[src/rtl/tsmi_pkg.sv]
`default_nettype none
package tsmi_pkg;

   localparam int NUM_CHANNELS_DEF = 32;
   localparam int POS_MAX_DEF      = 127;
   localparam int RESULT_CAP       = 32;
   localparam int TIME_W           = 16;
   localparam int PULSE_W          = 12;
   localparam int SETUP_W          = 25;

   localparam logic [7:0]  MS_PER_STEP_RESET = 8'd2;
   localparam logic [15:0] HOLD_MS_RESET     = 16'd500;

   localparam logic [1:0] OP_SETUP    = 2'd0;
   localparam logic [1:0] OP_MOVE     = 2'd1;
   localparam logic [1:0] OP_TICK     = 2'd2;
   localparam logic [1:0] OP_RESERVED = 2'd3;

   localparam logic [1:0] ACT_NONE  = 2'd0;
   localparam logic [1:0] ACT_PULSE = 2'd1;
   localparam logic [1:0] ACT_OFF   = 2'd2;

   localparam logic REG_MS_PER_STEP = 1'b0;
   localparam logic REG_HOLD_MS     = 1'b1;

   typedef enum logic [2:0] {
      ST_IDLE,
      ST_RMW,
      ST_TICK_RD,
      ST_DIV1,
      ST_PULSE,
      ST_DIV2,
      ST_EMIT
   } state_type;

   typedef struct packed {
      logic busy;
      logic done;
   } div_stat_type;

   function automatic int pos_width(input int pos_max);
      return $clog2(pos_max + 1);
   endfunction

   function automatic int rec_width(input int pos_max);
      return 3 * pos_width(pos_max) + TIME_W + 32 + 1 + SETUP_W;
   endfunction

endpackage
`default_nettype wire

[src/rtl/tsmi_if.sv]
`default_nettype none
interface tsmi_req_if;
   logic        valid;
   logic        ready;
   logic [1:0]  op;
   logic [4:0]  channel_index;
   logic [7:0]  target_position;
   logic [15:0] move_time;
   logic [11:0] pulse_low;
   logic [11:0] pulse_high;
   logic        inverted;

   modport source (output valid, op, channel_index, target_position, move_time,
                   pulse_low, pulse_high, inverted, input ready);
   modport sink   (input valid, op, channel_index, target_position, move_time,
                   pulse_low, pulse_high, inverted, output ready);
endinterface

interface tsmi_rsp_if;
   logic        valid;
   logic        ready;
   logic [4:0]  out_channel;
   logic [1:0]  action;
   logic [11:0] pulse_width;
   logic        last;

   modport source (output valid, out_channel, action, pulse_width, last, input ready);
   modport sink   (input valid, out_channel, action, pulse_width, last, output ready);
endinterface
`default_nettype wire

[src/rtl/tsmi_ram.sv]
`default_nettype none
module tsmi_ram #(
   parameter int WIDTH = 8,
   parameter int DEPTH = 32,
   localparam int AW = (DEPTH > 1) ? $clog2(DEPTH) : 1
) (
   input  wire logic             clock,
   input  wire logic             we,
   input  wire logic [AW-1:0]    waddr,
   input  wire logic [WIDTH-1:0] wdata,
   input  wire logic [AW-1:0]    raddr,
   output logic      [WIDTH-1:0] rdata
);

   logic [WIDTH-1:0] mem_ff [DEPTH];

   always_ff @(posedge clock) begin
      if (we) begin
         mem_ff[waddr] <= wdata;
      end
      rdata <= mem_ff[raddr];
   end

endmodule
`default_nettype wire

[src/rtl/tsmi_div.sv]
`default_nettype none
module tsmi_div #(
   parameter int NW = 24,
   parameter int DW = 16
) (
   input  wire logic          clock,
   input  wire logic          reset,
   input  wire logic          start,
   input  wire logic [NW-1:0] dividend,
   input  wire logic [DW-1:0] divisor,
   output logic      [NW-1:0] quotient,
   output tsmi_pkg::div_stat_type stat
);

   // Two restoring steps per cycle.
   localparam int STEPS = (NW + 1) / 2;
   localparam int NP    = 2 * STEPS;
   localparam int CNTW  = $clog2(STEPS + 1);

   logic [NP-1:0]   quo_ff, quo_in;
   logic [DW:0]     rem_ff, rem_in;
   logic [DW-1:0]   dsr_ff, dsr_in;
   logic [CNTW-1:0] cnt_ff, cnt_in;
   logic            busy_ff, busy_in;
   logic            done_ff, done_in;

   always_comb begin
      logic [NP-1:0] q;
      logic [DW:0]   r;
      q       = quo_ff;
      r       = rem_ff;
      quo_in  = quo_ff;
      rem_in  = rem_ff;
      dsr_in  = dsr_ff;
      cnt_in  = cnt_ff;
      busy_in = busy_ff;
      done_in = 1'b0;
      if (start) begin
         quo_in  = NP'(dividend);
         rem_in  = '0;
         dsr_in  = divisor;
         cnt_in  = CNTW'(STEPS);
         busy_in = 1'b1;
      end else if (busy_ff) begin
         for (int i = 0; i < 2; i++) begin
            r = {r[DW-1:0], q[NP-1]};
            q = {q[NP-2:0], 1'b0};
            if (r >= {1'b0, dsr_ff}) begin
               r    = r - {1'b0, dsr_ff};
               q[0] = 1'b1;
            end
         end
         quo_in = q;
         rem_in = r;
         cnt_in = cnt_ff - 1'b1;
         if (cnt_ff == CNTW'(1)) begin
            busy_in = 1'b0;
            done_in = 1'b1;
         end
      end
   end

   always_ff @(posedge clock) begin
      if (reset) begin
         busy_ff <= 1'b0;
         done_ff <= 1'b0;
         cnt_ff  <= '0;
      end else begin
         busy_ff <= busy_in;
         done_ff <= done_in;
         cnt_ff  <= cnt_in;
      end
      quo_ff <= quo_in;
      rem_ff <= rem_in;
      dsr_ff <= dsr_in;
   end

   assign quotient  = quo_ff[NW-1:0];
   assign stat.busy = busy_ff;
   assign stat.done = done_ff;

endmodule
`default_nettype wire

[src/rtl/tsmi_engine.sv]
`default_nettype none
module tsmi_engine #(
   parameter int NUM_CHANNELS = tsmi_pkg::NUM_CHANNELS_DEF,
   parameter int POS_MAX      = tsmi_pkg::POS_MAX_DEF,
   parameter int NW           = 16 + tsmi_pkg::pos_width(POS_MAX),
   parameter int AW           = (NUM_CHANNELS > 1) ? $clog2(NUM_CHANNELS) : 1,
   parameter int RW           = tsmi_pkg::rec_width(POS_MAX)
) (
   input  wire logic              clock,
   input  wire logic              reset,
   tsmi_req_if.sink               req,
   tsmi_rsp_if.source             rsp,
   input  wire logic [7:0]        ms_per_step,
   input  wire logic [15:0]       hold_ms,
   output logic                   ram_we,
   output logic [AW-1:0]          ram_waddr,
   output logic [RW-1:0]          ram_wdata,
   output logic [AW-1:0]          ram_raddr,
   input  wire logic [RW-1:0]     ram_rdata,
   output logic                   div_start,
   output logic [NW-1:0]          div_dividend,
   output logic [15:0]            div_divisor,
   input  wire logic [NW-1:0]     div_quotient,
   input  wire tsmi_pkg::div_stat_type div_stat
);

   localparam int PW   = tsmi_pkg::pos_width(POS_MAX);
   localparam int CW   = $clog2(NUM_CHANNELS + 1);
   localparam int NRES = (NUM_CHANNELS < tsmi_pkg::RESULT_CAP) ?
                         NUM_CHANNELS : tsmi_pkg::RESULT_CAP;
   // The pulse scaling divides by POS_MAX through a reciprocal multiplication
   // that is exact for every product of a position and a 12-bit range.
   localparam int PX    = PW + 12;
   localparam int RSH   = PX + $clog2(POS_MAX);
   localparam int MW    = PX + 2;
   localparam logic [MW-1:0] RECIP = MW'((64'd1 << RSH) / POS_MAX + 1);

   typedef struct packed {
      logic [24:0]   setup;
      logic          off;
      logic [31:0]   cmd;
      logic [15:0]   allot;
      logic [PW-1:0] cur;
      logic [PW-1:0] fin;
      logic [PW-1:0] start;
   } rec_type;

   tsmi_pkg::state_type state_ff, state_in;
   logic [1:0]   op_ff, op_in;
   logic [AW-1:0] ch_ff, ch_in;
   logic [7:0]   tp_ff, tp_in;
   logic [15:0]  mt_ff, mt_in;
   logic [11:0]  lo_ff, lo_in;
   logic [11:0]  hi_ff, hi_in;
   logic         inv_ff, inv_in;
   logic [31:0]  now_ff, now_in;
   logic [CW-1:0] c_ff, c_in;
   rec_type      rec_ff, rec_in, rec_rd;
   logic [AW-1:0] rd_addr_ff;
   logic [NUM_CHANNELS-1:0] valid_ff, valid_in;
   logic [1:0]   act_ff, act_in;
   logic [11:0]  pulse_ff, pulse_in;
   logic         neg_ff, neg_in;
   logic [PX-1:0] prod_ff, prod_in;
   logic         rsp_valid_ff, rsp_valid_in;
   logic [4:0]   rsp_ch_ff, rsp_ch_in;
   logic [1:0]   rsp_act_ff, rsp_act_in;
   logic [11:0]  rsp_pulse_ff, rsp_pulse_in;
   logic         rsp_last_ff, rsp_last_in;

   // Entries never written read as the all-zero reset record.
   assign rec_rd = valid_ff[rd_addr_ff] ? rec_type'(ram_rdata) : '0;

   always_comb begin
      logic [7:0]     p8;
      logic [PW-1:0]  p, span, diff;
      logic [PW+7:0]  need_full;
      logic [15:0]    need;
      logic [31:0]    elapsed;
      logic [15+PW:0] iprod;
      logic [12:0]    d13;
      logic [11:0]    mag;
      logic [PX-1:0]  pprod;
      logic [PX+MW-1:0] rprod;
      logic [11:0]    q12;
      logic           emit, go;
      logic [CW-1:0]  c_next;

      state_in     = state_ff;
      op_in        = op_ff;
      ch_in        = ch_ff;
      tp_in        = tp_ff;
      mt_in        = mt_ff;
      lo_in        = lo_ff;
      hi_in        = hi_ff;
      inv_in       = inv_ff;
      now_in       = now_ff;
      c_in         = c_ff;
      rec_in       = rec_ff;
      valid_in     = valid_ff;
      act_in       = act_ff;
      pulse_in     = pulse_ff;
      neg_in       = neg_ff;
      prod_in      = prod_ff;
      rsp_valid_in = rsp_valid_ff & ~rsp.ready;
      rsp_ch_in    = rsp_ch_ff;
      rsp_act_in   = rsp_act_ff;
      rsp_pulse_in = rsp_pulse_ff;
      rsp_last_in  = rsp_last_ff;
      ram_we       = 1'b0;
      ram_waddr    = ch_ff;
      ram_wdata    = rec_ff;
      ram_raddr    = '0;
      div_start    = 1'b0;
      div_dividend = '0;
      div_divisor  = '0;
      req.ready    = (state_ff == tsmi_pkg::ST_IDLE);

      p8        = (tp_ff > 8'(POS_MAX)) ? 8'(POS_MAX) : tp_ff;
      p         = PW'(p8);
      if (rec_rd.setup[24]) begin
         p = PW'(POS_MAX) - p;
      end
      span      = (rec_rd.cur > p) ? rec_rd.cur - p : p - rec_rd.cur;
      need_full = span * ms_per_step;
      need      = 16'(need_full);

      elapsed = now_ff - rec_rd.cmd;
      diff    = (rec_rd.fin >= rec_rd.start) ? rec_rd.fin - rec_rd.start
                                             : rec_rd.start - rec_rd.fin;
      iprod   = elapsed[15:0] * diff;

      d13   = {1'b0, rec_ff.setup[23:12]} - {1'b0, rec_ff.setup[11:0]};
      mag   = d13[12] ? 12'(-d13) : d13[11:0];
      pprod = rec_ff.cur * mag;
      rprod = prod_ff * RECIP;
      q12   = rprod[RSH +: 12];

      emit   = (c_ff < CW'(NRES));
      go     = !emit || !rsp_valid_ff || rsp.ready;
      c_next = c_ff + 1'b1;

      case (state_ff)
         tsmi_pkg::ST_IDLE: begin
            ram_raddr = (req.op == tsmi_pkg::OP_TICK) ? '0 : AW'(req.channel_index);
            if (req.valid) begin
               op_in  = req.op;
               ch_in  = AW'(req.channel_index);
               tp_in  = req.target_position;
               mt_in  = req.move_time;
               lo_in  = req.pulse_low;
               hi_in  = req.pulse_high;
               inv_in = req.inverted;
               case (req.op)
                  tsmi_pkg::OP_SETUP, tsmi_pkg::OP_MOVE: begin
                     if (int'(req.channel_index) < NUM_CHANNELS) begin
                        state_in = tsmi_pkg::ST_RMW;
                     end
                  end
                  tsmi_pkg::OP_TICK: begin
                     now_in   = now_ff + 1'b1;
                     c_in     = '0;
                     state_in = tsmi_pkg::ST_TICK_RD;
                  end
                  default: ;
               endcase
            end
         end
         tsmi_pkg::ST_RMW: begin
            rec_in = rec_rd;
            if (op_ff == tsmi_pkg::OP_SETUP) begin
               rec_in.setup = {inv_ff, hi_ff, lo_ff};
            end else begin
               rec_in.start = rec_rd.cur;
               rec_in.fin   = p;
               rec_in.allot = (need > mt_ff) ? need : mt_ff;
               rec_in.cmd   = now_ff;
               rec_in.off   = 1'b0;
            end
            ram_we          = 1'b1;
            ram_waddr       = ch_ff;
            ram_wdata       = rec_in;
            valid_in[ch_ff] = 1'b1;
            state_in        = tsmi_pkg::ST_IDLE;
         end
         tsmi_pkg::ST_TICK_RD: begin
            rec_in   = rec_rd;
            act_in   = tsmi_pkg::ACT_NONE;
            pulse_in = '0;
            if (rec_rd.cur != rec_rd.fin) begin
               act_in = tsmi_pkg::ACT_PULSE;
               if (elapsed >= {16'd0, rec_rd.allot}) begin
                  rec_in.cur = rec_rd.fin;
                  state_in   = tsmi_pkg::ST_PULSE;
               end else begin
                  div_start    = 1'b1;
                  div_dividend = NW'(iprod);
                  div_divisor  = rec_rd.allot;
                  state_in     = tsmi_pkg::ST_DIV1;
               end
            end else begin
               if ((elapsed > ({16'd0, rec_rd.allot} + {16'd0, hold_ms})) &&
                   !rec_rd.off) begin
                  rec_in.off = 1'b1;
                  act_in     = tsmi_pkg::ACT_OFF;
               end
               state_in = tsmi_pkg::ST_EMIT;
            end
         end
         tsmi_pkg::ST_DIV1: begin
            if (div_stat.done) begin
               if (rec_ff.fin >= rec_ff.start) begin
                  rec_in.cur = rec_ff.start + div_quotient[PW-1:0];
               end else begin
                  rec_in.cur = rec_ff.start - div_quotient[PW-1:0];
               end
               state_in = tsmi_pkg::ST_PULSE;
            end
         end
         tsmi_pkg::ST_PULSE: begin
            prod_in  = pprod;
            neg_in   = d13[12];
            state_in = tsmi_pkg::ST_DIV2;
         end
         tsmi_pkg::ST_DIV2: begin
            pulse_in = neg_ff ? rec_ff.setup[11:0] - q12 : rec_ff.setup[11:0] + q12;
            state_in = tsmi_pkg::ST_EMIT;
         end
         tsmi_pkg::ST_EMIT: begin
            if (go) begin
               ram_we                 = 1'b1;
               ram_waddr              = c_ff[AW-1:0];
               ram_wdata              = rec_ff;
               valid_in[c_ff[AW-1:0]] = 1'b1;
               if (emit) begin
                  rsp_valid_in = 1'b1;
                  rsp_ch_in    = 5'(c_ff);
                  rsp_act_in   = act_ff;
                  rsp_pulse_in = pulse_ff;
                  rsp_last_in  = (c_ff == CW'(NRES - 1));
               end
               if (c_ff == CW'(NUM_CHANNELS - 1)) begin
                  state_in = tsmi_pkg::ST_IDLE;
               end else begin
                  c_in      = c_next;
                  ram_raddr = c_next[AW-1:0];
                  state_in  = tsmi_pkg::ST_TICK_RD;
               end
            end
         end
         default: state_in = tsmi_pkg::ST_IDLE;
      endcase
   end

   always_ff @(posedge clock) begin
      if (reset) begin
         state_ff     <= tsmi_pkg::ST_IDLE;
         now_ff       <= '0;
         c_ff         <= '0;
         valid_ff     <= '0;
         rsp_valid_ff <= 1'b0;
      end else begin
         state_ff     <= state_in;
         now_ff       <= now_in;
         c_ff         <= c_in;
         valid_ff     <= valid_in;
         rsp_valid_ff <= rsp_valid_in;
      end
      op_ff        <= op_in;
      ch_ff        <= ch_in;
      tp_ff        <= tp_in;
      mt_ff        <= mt_in;
      lo_ff        <= lo_in;
      hi_ff        <= hi_in;
      inv_ff       <= inv_in;
      rec_ff       <= rec_in;
      rd_addr_ff   <= ram_raddr;
      act_ff       <= act_in;
      pulse_ff     <= pulse_in;
      neg_ff       <= neg_in;
      prod_ff      <= prod_in;
      rsp_ch_ff    <= rsp_ch_in;
      rsp_act_ff   <= rsp_act_in;
      rsp_pulse_ff <= rsp_pulse_in;
      rsp_last_ff  <= rsp_last_in;
   end

   assign rsp.valid       = rsp_valid_ff;
   assign rsp.out_channel = rsp_ch_ff;
   assign rsp.action      = rsp_act_ff;
   assign rsp.pulse_width = rsp_pulse_ff;
   assign rsp.last        = rsp_last_ff;

endmodule
`default_nettype wire

[src/rtl/timed_servo_move_interpolator.sv]
`default_nettype none
// Multi-channel servo move interpolator.
// Commands arrive as transactions on the req channel: a setup transaction stores a
// channel's pulse range and inversion flag, a move transaction starts a timed move,
// and a tick transaction advances the millisecond clock and walks every channel.
// Each tick returns one rsp transaction per channel (up to 32) in channel order,
// with last set on the final one; setup and move return nothing.
// Per-channel records live in one synchronous RAM with a registered read; the
// engine reads a channel's record, updates it and writes it back.
// Setup and move write the updated record back in the RMW state. On a tick each
// channel's record is read; a channel at rest goes straight to EMIT, a moving
// channel that has used up its time passes through PULSE and DIV2, and one that
// is still interpolating first waits in DIV1 for the two-bit-per-cycle divider;
// the pulse scaling in DIV2 is a reciprocal multiplication.
// One item is worked on at a time; req.ready is high only while the engine idles.
// Results sit in an output register, so a stalled receiver holds the engine only
// when the next result is due; the next command is accepted meanwhile.
// Reset clears the millisecond clock and the per-record valid bits, so every channel
// reads as zero until written; ms_per_step resets to 2 and hold_ms to 500.
// Registers on the csr port: ms_per_step at address 0, hold_ms at address 4.
module timed_servo_move_interpolator #(
   parameter int NUM_CHANNELS = tsmi_pkg::NUM_CHANNELS_DEF,
   parameter int POS_MAX      = tsmi_pkg::POS_MAX_DEF
) (
   input  wire logic        clock,
   input  wire logic        reset,
   tsmi_req_if.sink         req,
   tsmi_rsp_if.source       rsp,
   input  wire logic        csr_psel,
   input  wire logic        csr_penable,
   input  wire logic        csr_pwrite,
   input  wire logic [2:0]  csr_paddr,
   input  wire logic [31:0] csr_pwdata,
   output logic      [31:0] csr_prdata,
   output logic             csr_pready
);

   localparam int PW = tsmi_pkg::pos_width(POS_MAX);
   localparam int NW = 16 + PW;
   localparam int AW = (NUM_CHANNELS > 1) ? $clog2(NUM_CHANNELS) : 1;
   localparam int RW = tsmi_pkg::rec_width(POS_MAX);

   logic [7:0]  ms_ff, ms_in;
   logic [15:0] hold_ff, hold_in;
   logic        csr_wr;

   // Register write happens in the access phase; pready never stalls.
   assign csr_pready = 1'b1;
   assign csr_wr     = csr_psel && csr_penable && csr_pwrite;

   always_comb begin
      ms_in   = ms_ff;
      hold_in = hold_ff;
      if (csr_wr) begin
         case (csr_paddr[2])
            tsmi_pkg::REG_MS_PER_STEP: ms_in   = csr_pwdata[7:0];
            tsmi_pkg::REG_HOLD_MS:     hold_in = csr_pwdata[15:0];
            default: ;
         endcase
      end
   end

   always_ff @(posedge clock) begin
      if (reset) begin
         ms_ff   <= tsmi_pkg::MS_PER_STEP_RESET;
         hold_ff <= tsmi_pkg::HOLD_MS_RESET;
      end else begin
         ms_ff   <= ms_in;
         hold_ff <= hold_in;
      end
   end

   assign csr_prdata = (csr_paddr[2] == tsmi_pkg::REG_HOLD_MS) ? {16'd0, hold_ff}
                                                               : {24'd0, ms_ff};

   logic          ram_we;
   logic [AW-1:0] ram_waddr, ram_raddr;
   logic [RW-1:0] ram_wdata, ram_rdata;
   logic          div_start;
   logic [NW-1:0] div_dividend, div_quotient;
   logic [15:0]   div_divisor;
   tsmi_pkg::div_stat_type div_stat;

   tsmi_ram #(.WIDTH(RW), .DEPTH(NUM_CHANNELS)) u_ram (
      .clock (clock),
      .we    (ram_we),
      .waddr (ram_waddr),
      .wdata (ram_wdata),
      .raddr (ram_raddr),
      .rdata (ram_rdata)
   );

   tsmi_div #(.NW(NW), .DW(16)) u_div (
      .clock    (clock),
      .reset    (reset),
      .start    (div_start),
      .dividend (div_dividend),
      .divisor  (div_divisor),
      .quotient (div_quotient),
      .stat     (div_stat)
   );

   tsmi_engine #(
      .NUM_CHANNELS (NUM_CHANNELS),
      .POS_MAX      (POS_MAX),
      .NW           (NW),
      .AW           (AW),
      .RW           (RW)
   ) u_engine (
      .clock        (clock),
      .reset        (reset),
      .req          (req),
      .rsp          (rsp),
      .ms_per_step  (ms_ff),
      .hold_ms      (hold_ff),
      .ram_we       (ram_we),
      .ram_waddr    (ram_waddr),
      .ram_wdata    (ram_wdata),
      .ram_raddr    (ram_raddr),
      .ram_rdata    (ram_rdata),
      .div_start    (div_start),
      .div_dividend (div_dividend),
      .div_divisor  (div_divisor),
      .div_quotient (div_quotient),
      .div_stat     (div_stat)
   );

   // The shared divider must never be restarted while a division is running.
   assert property (@(posedge clock) disable iff (reset) div_start |-> !div_stat.busy)
      else $error("divider started while busy");

   // A new command is never taken while a division is in flight.
   assert property (@(posedge clock) disable iff (reset) div_stat.busy |-> !req.ready)
      else $error("command accepted during a division");

   // A switch-off or no-change result always carries a zero pulse.
   assert property (@(posedge clock) disable iff (reset)
                    rsp.valid && (rsp.action != tsmi_pkg::ACT_PULSE)
                    |-> rsp.pulse_width == 12'd0)
      else $error("nonzero pulse on a result without a drive action");

   // Starting a division is followed in the next cycle by a busy divider.
   assert property (@(posedge clock) disable iff (reset) div_start |=> div_stat.busy)
      else $error("divider did not start");

endmodule
`default_nettype wire
[src/flat_wrapper.sv]
// flat-port wrapper written by rule: the top's interface ports become plain ports
module timed_servo_move_interpolator_flat 
#(
   parameter int NUM_CHANNELS = tsmi_pkg::NUM_CHANNELS_DEF,
   parameter int POS_MAX      = tsmi_pkg::POS_MAX_DEF
)
  (clock, reset, csr_psel, csr_penable, csr_pwrite, csr_paddr, csr_pwdata, csr_prdata, csr_pready, req_valid, req_op, req_channel_index, req_target_position, req_move_time, req_pulse_low, req_pulse_high, req_inverted, req_ready, rsp_valid, rsp_out_channel, rsp_action, rsp_pulse_width, rsp_last, rsp_ready);
  tsmi_req_if req_i ();
  tsmi_rsp_if rsp_i ();
  input  wire logic clock;
  input  wire logic reset;
  input  wire logic csr_psel;
  input  wire logic csr_penable;
  input  wire logic csr_pwrite;
  input  wire logic [2:0] csr_paddr;
  input  wire logic [31:0] csr_pwdata;
  output logic      [31:0] csr_prdata;
  output logic csr_pready;
  input wire logic [$bits(req_i.valid)-1:0] req_valid;
  input wire logic [$bits(req_i.op)-1:0] req_op;
  input wire logic [$bits(req_i.channel_index)-1:0] req_channel_index;
  input wire logic [$bits(req_i.target_position)-1:0] req_target_position;
  input wire logic [$bits(req_i.move_time)-1:0] req_move_time;
  input wire logic [$bits(req_i.pulse_low)-1:0] req_pulse_low;
  input wire logic [$bits(req_i.pulse_high)-1:0] req_pulse_high;
  input wire logic [$bits(req_i.inverted)-1:0] req_inverted;
  output wire logic [$bits(req_i.ready)-1:0] req_ready;
  output wire logic [$bits(rsp_i.valid)-1:0] rsp_valid;
  output wire logic [$bits(rsp_i.out_channel)-1:0] rsp_out_channel;
  output wire logic [$bits(rsp_i.action)-1:0] rsp_action;
  output wire logic [$bits(rsp_i.pulse_width)-1:0] rsp_pulse_width;
  output wire logic [$bits(rsp_i.last)-1:0] rsp_last;
  input wire logic [$bits(rsp_i.ready)-1:0] rsp_ready;
  assign req_i.valid = req_valid;
  assign req_i.op = req_op;
  assign req_i.channel_index = req_channel_index;
  assign req_i.target_position = req_target_position;
  assign req_i.move_time = req_move_time;
  assign req_i.pulse_low = req_pulse_low;
  assign req_i.pulse_high = req_pulse_high;
  assign req_i.inverted = req_inverted;
  assign req_ready = req_i.ready;
  assign rsp_valid = rsp_i.valid;
  assign rsp_out_channel = rsp_i.out_channel;
  assign rsp_action = rsp_i.action;
  assign rsp_pulse_width = rsp_i.pulse_width;
  assign rsp_last = rsp_i.last;
  assign rsp_i.ready = rsp_ready;
  timed_servo_move_interpolator #(.NUM_CHANNELS(NUM_CHANNELS), .POS_MAX(POS_MAX)) u_core (.clock(clock), .reset(reset), .req(req_i), .rsp(rsp_i), .csr_psel(csr_psel), .csr_penable(csr_penable), .csr_pwrite(csr_pwrite), .csr_paddr(csr_paddr), .csr_pwdata(csr_pwdata), .csr_prdata(csr_prdata), .csr_pready(csr_pready));
endmodule
[config.mk]
export PLATFORM = sky130hd
export DESIGN_NAME = timed_servo_move_interpolator_flat
export DESIGN_NICKNAME = d
export VERILOG_FILES = /design/src/rtl/tsmi_pkg.sv /design/src/rtl/tsmi_if.sv /design/src/rtl/tsmi_ram.sv /design/src/rtl/tsmi_div.sv /design/src/rtl/tsmi_engine.sv /design/src/rtl/timed_servo_move_interpolator.sv /design/src/flat_wrapper.sv
export SDC_FILE = /design/constraint.sdc
export NUM_CORES = 2
export LEC_CHECK = 0
export BUFFER_PORTS_ARGS = -buffer_cell sky130_fd_sc_hd__buf_2
export CAP_MARGIN = 10
export CORE_ASPECT_RATIO = 0.5
export CORE_UTILIZATION = 43
export CTS_CLUSTER_DIAMETER = 40
export DETAILED_ROUTE_END_ITERATION = 10
export PLACE_DENSITY = 0.63
export SYNTH_ARGS = -nofsm -noshare
export SYNTH_HDL_FRONTEND = slang
export SYNTH_SLANG_ARGS = --single-unit
[constraint.sdc]
create_clock -name clock -period 27.3 [get_ports clock]
set_clock_uncertainty 0.1 [all_clocks]
set_input_delay 0 -clock clock [delete_from_list [all_inputs] [get_ports clock]]
set_output_delay 0 -clock clock [all_outputs]
set_load 0.02 [all_outputs]
==> flow_summary.toml <==
[outcome]
outcome = "finished with violations"
violations = "design-rule violations"

[logic_synthesis]
netlist_area_sq_um = 157000
ys.flop_type = "edfxtp_1"
netlist.area_leader.share_pct = 62.6
ys_top_cells_by_count = "3284 x edfxtp_1, 3265 x nand2_1, 1608 x nand3_1"
synth_seq_cells = 3505
syn_area_per_cell_sq_um = 11.9
synth.most_common_cell = "edfxtp_1"
yosysTopAreaCell = "edfxtp_1"
synth-edff-count = 3284
ys_seq_area_share_pct = 65.5
yosys-top-cells-area = "edfxtp_1 63%, nand2_1 7.8%, nand3_1 5.1%"
synthCells = 13300
synthDistinctLibCells = 97
async_flop_share_pct = 0
yosys_warnings = 0

[sta]
worstMarginPinSlew_ps = 1370
drv_slew = 0
finalHoldViolCount = 0
hold_slack_ps = 143
post-route-period-util_pct = 51.3
tns_ps = 0
setup_viol = 0
finalCriticalPeriod_ps = 14020
slew_headroom_pct = 8.96
fmax_mhz = 71.3
rsz0062_at_grt = "no"

[setup_path]
critPathRequiredTime_ps = 27720
critPathArrivalTime_ps = 14440
cp_common_cell = "inv_1"
critPathMaxStageDelay_ps = 980
crit_slowest_cell = "dfxtp_1"
worstSetupEndpointType = "flop"
worstSetupPathType = "reg -> reg"
critPathLaunchType = "flop"
reg2reg_depth = 42
crit_fanout = 32

[clock_tree]
htreeDepth = 5
clock-root-buffer = "clkbuf_16"
worstSkewPairLatency_ps = 940
cts.sinks = 3505
cts.repair.resized = 0
cts_buffer_depth = 4
cts_tree = "yes"
post_cts_buffers = 0
cts_buffers = 371
cts.reportedPaths.clkPinSlew_ps = 60
holdBufCountCts = 178

[placed_design]
gp_congestion = 0.864
numPortBuffers = 117
hpwlAfterDp_um = 241000

[detailed_routing]
drc = 16
drt-pass1-iter-count = 11
vias = 109000
first_iter_violations = 13700
via_per_inst = 5.87
ant_nets = 0
finalWirelength_um = 459000
wl_per_cell_um = 24.8

[worst_hold_path]
holdPathStages = 3
min_path_type = "in -> reg"

[floorplanning]
dieWidth_um = 858
dieArea_sq_um = 369000
die_h_um = 430
io_pins = 153
initial_core_util_pct = 43.4
rows = 156
core-area_sq_um = 363000

[grt]
grt_pass1_vias = 102000
grt_pass1_wl_um = 671000
overflow = 0
grt_util_all_layers_pct = 24.1
antenna_found_initial = 17
grt_max_degree = 178

[layout]
layout-drive-gt1-share_pct = 8.62
area_growth_pct = 13.3
multi_input_area_sq_um = 50400
nets = 14000
fillers = 31000
final-seq-area_sq_um = 103000

[flow_run]
drv_cap = 0
[layout make-up]
class | count | share of cell area, %
inverter | 373 | 0.797
clock buffer | 449 | 5.55
tap | 4819 | 3.38
multi-input combinational | 8547 | 28.3
antenna | 2 | 0.00280
clock inverter | 239 | 1.57
timing repair buffer | 549 | 2.70
sequential | 3505 | 57.7
[flip-flops by register name (all words and copies together), names as in the netlist, 12 cells and up]
signal and count:
u_core.hold_ff 16, u_core.u_div.dsr_ff 16, u_core.u_div.quo_ff 24, u_core.u_div.rem_ff 16
u_core.u_engine.hi_ff 12, u_core.u_engine.lo_ff 12, u_core.u_engine.mt_ff 16, u_core.u_engine.now_ff 32
u_core.u_engine.prod_ff 19, u_core.u_engine.pulse_ff 12, u_core.u_engine.rec_ff 95, u_core.u_engine.rsp.pulse_width 12
u_core.u_engine.valid_ff 32, u_core.u_ram.mem_ff 3040, u_core.u_ram.rdata 95
[cells in the final DEF (no fill, tap or decap), drive strengths merged, types with 119 or more instances in the layout]
cell	count
a21o	163
a311oi	477
and2	249
nand2	3266
dfxtp	221
o21ai	274
inv	415
xnor2	146
clkinv	119
a31oi	125
clkbuf	451
nand3	1609
nor2	370
a211oi	217
a21oi	264
ha	384
fa	172
edfxtp	3284
dlygate4sd3	178
buf	369
[worst max-delay path: cells and delay by family (launching register included)]
kind            cells  cell delay, ps
buf+inv             5             300
fa+ha+maj           8            3580
compound gates     14            5000
xor+xnor            2             790
flops               1             980
simple gates        9            1690
mux                 4            1160
[per-layer routing]
| layer | track usage, % | vias to the layer above | share of wire (%) |
|---|---|---|---|
| met3 | 4.23 | 742 | 10 |
| met1 | 36.1 | 54000 | 43 |
| met4 | 6.86 | 0 | 2.9 |
| met2 | 36.0 | 5419 | 43 |
| met5 | 0 | - | 0 |
| li1 | - | 48400 | - |
[metrics by stage]
step | std cells | cell area [sq um] | setup slack (ps) | utilization [%]
floorplan | 13300 | 157000 | 15880 | -
global placement | 17600 | 164000 | 13410 | 45.1
detailed placement | 17600 | 164000 | 13440 | 45.1
CTS | 18500 | 178000 | 13390 | 49.1
global route | 18500 | 178000 | 12380 | 49.2
finish | 18500 | 178000 | 13280 | 49.2
[final timing paths]
| check | startpoint | to | slack (ps) |
|---|---|---|---|
| setup / recovery | u_core.u_engine.rd_addr_ff[2] | u_core.u_ram.mem_ff[14][21] | 13280 |
| hold / removal | reset | u_core.u_engine.now_ff[15] | 140 |
| setup reg to reg | u_core.u_engine.rd_addr_ff[2] | u_core.u_ram.mem_ff[14][21] | 13280 |
| hold reg to reg | u_core.u_engine.pulse_ff[5] | u_core.u_engine.rsp.pulse_width[5] | 320 |
[logic make-up (layout without fill, tap and decap cells)]
logic type	after synthesis	in the layout	share of synthesized area (%)
other cells	2	19	0.00477
simple gates	5853	5853	16.2
buf+inv	1229	1610	3.06
xor+xnor	222	222	1.24
compound gates	1795	1795	8.09
fa+ha+maj	557	557	5.25
mux	103	103	0.694
flops	3505	3505	65.5
Power is left out: the tool's default activity adds up to more than one toggle a clock period on the data nets, which glitch-free logic cannot reach.
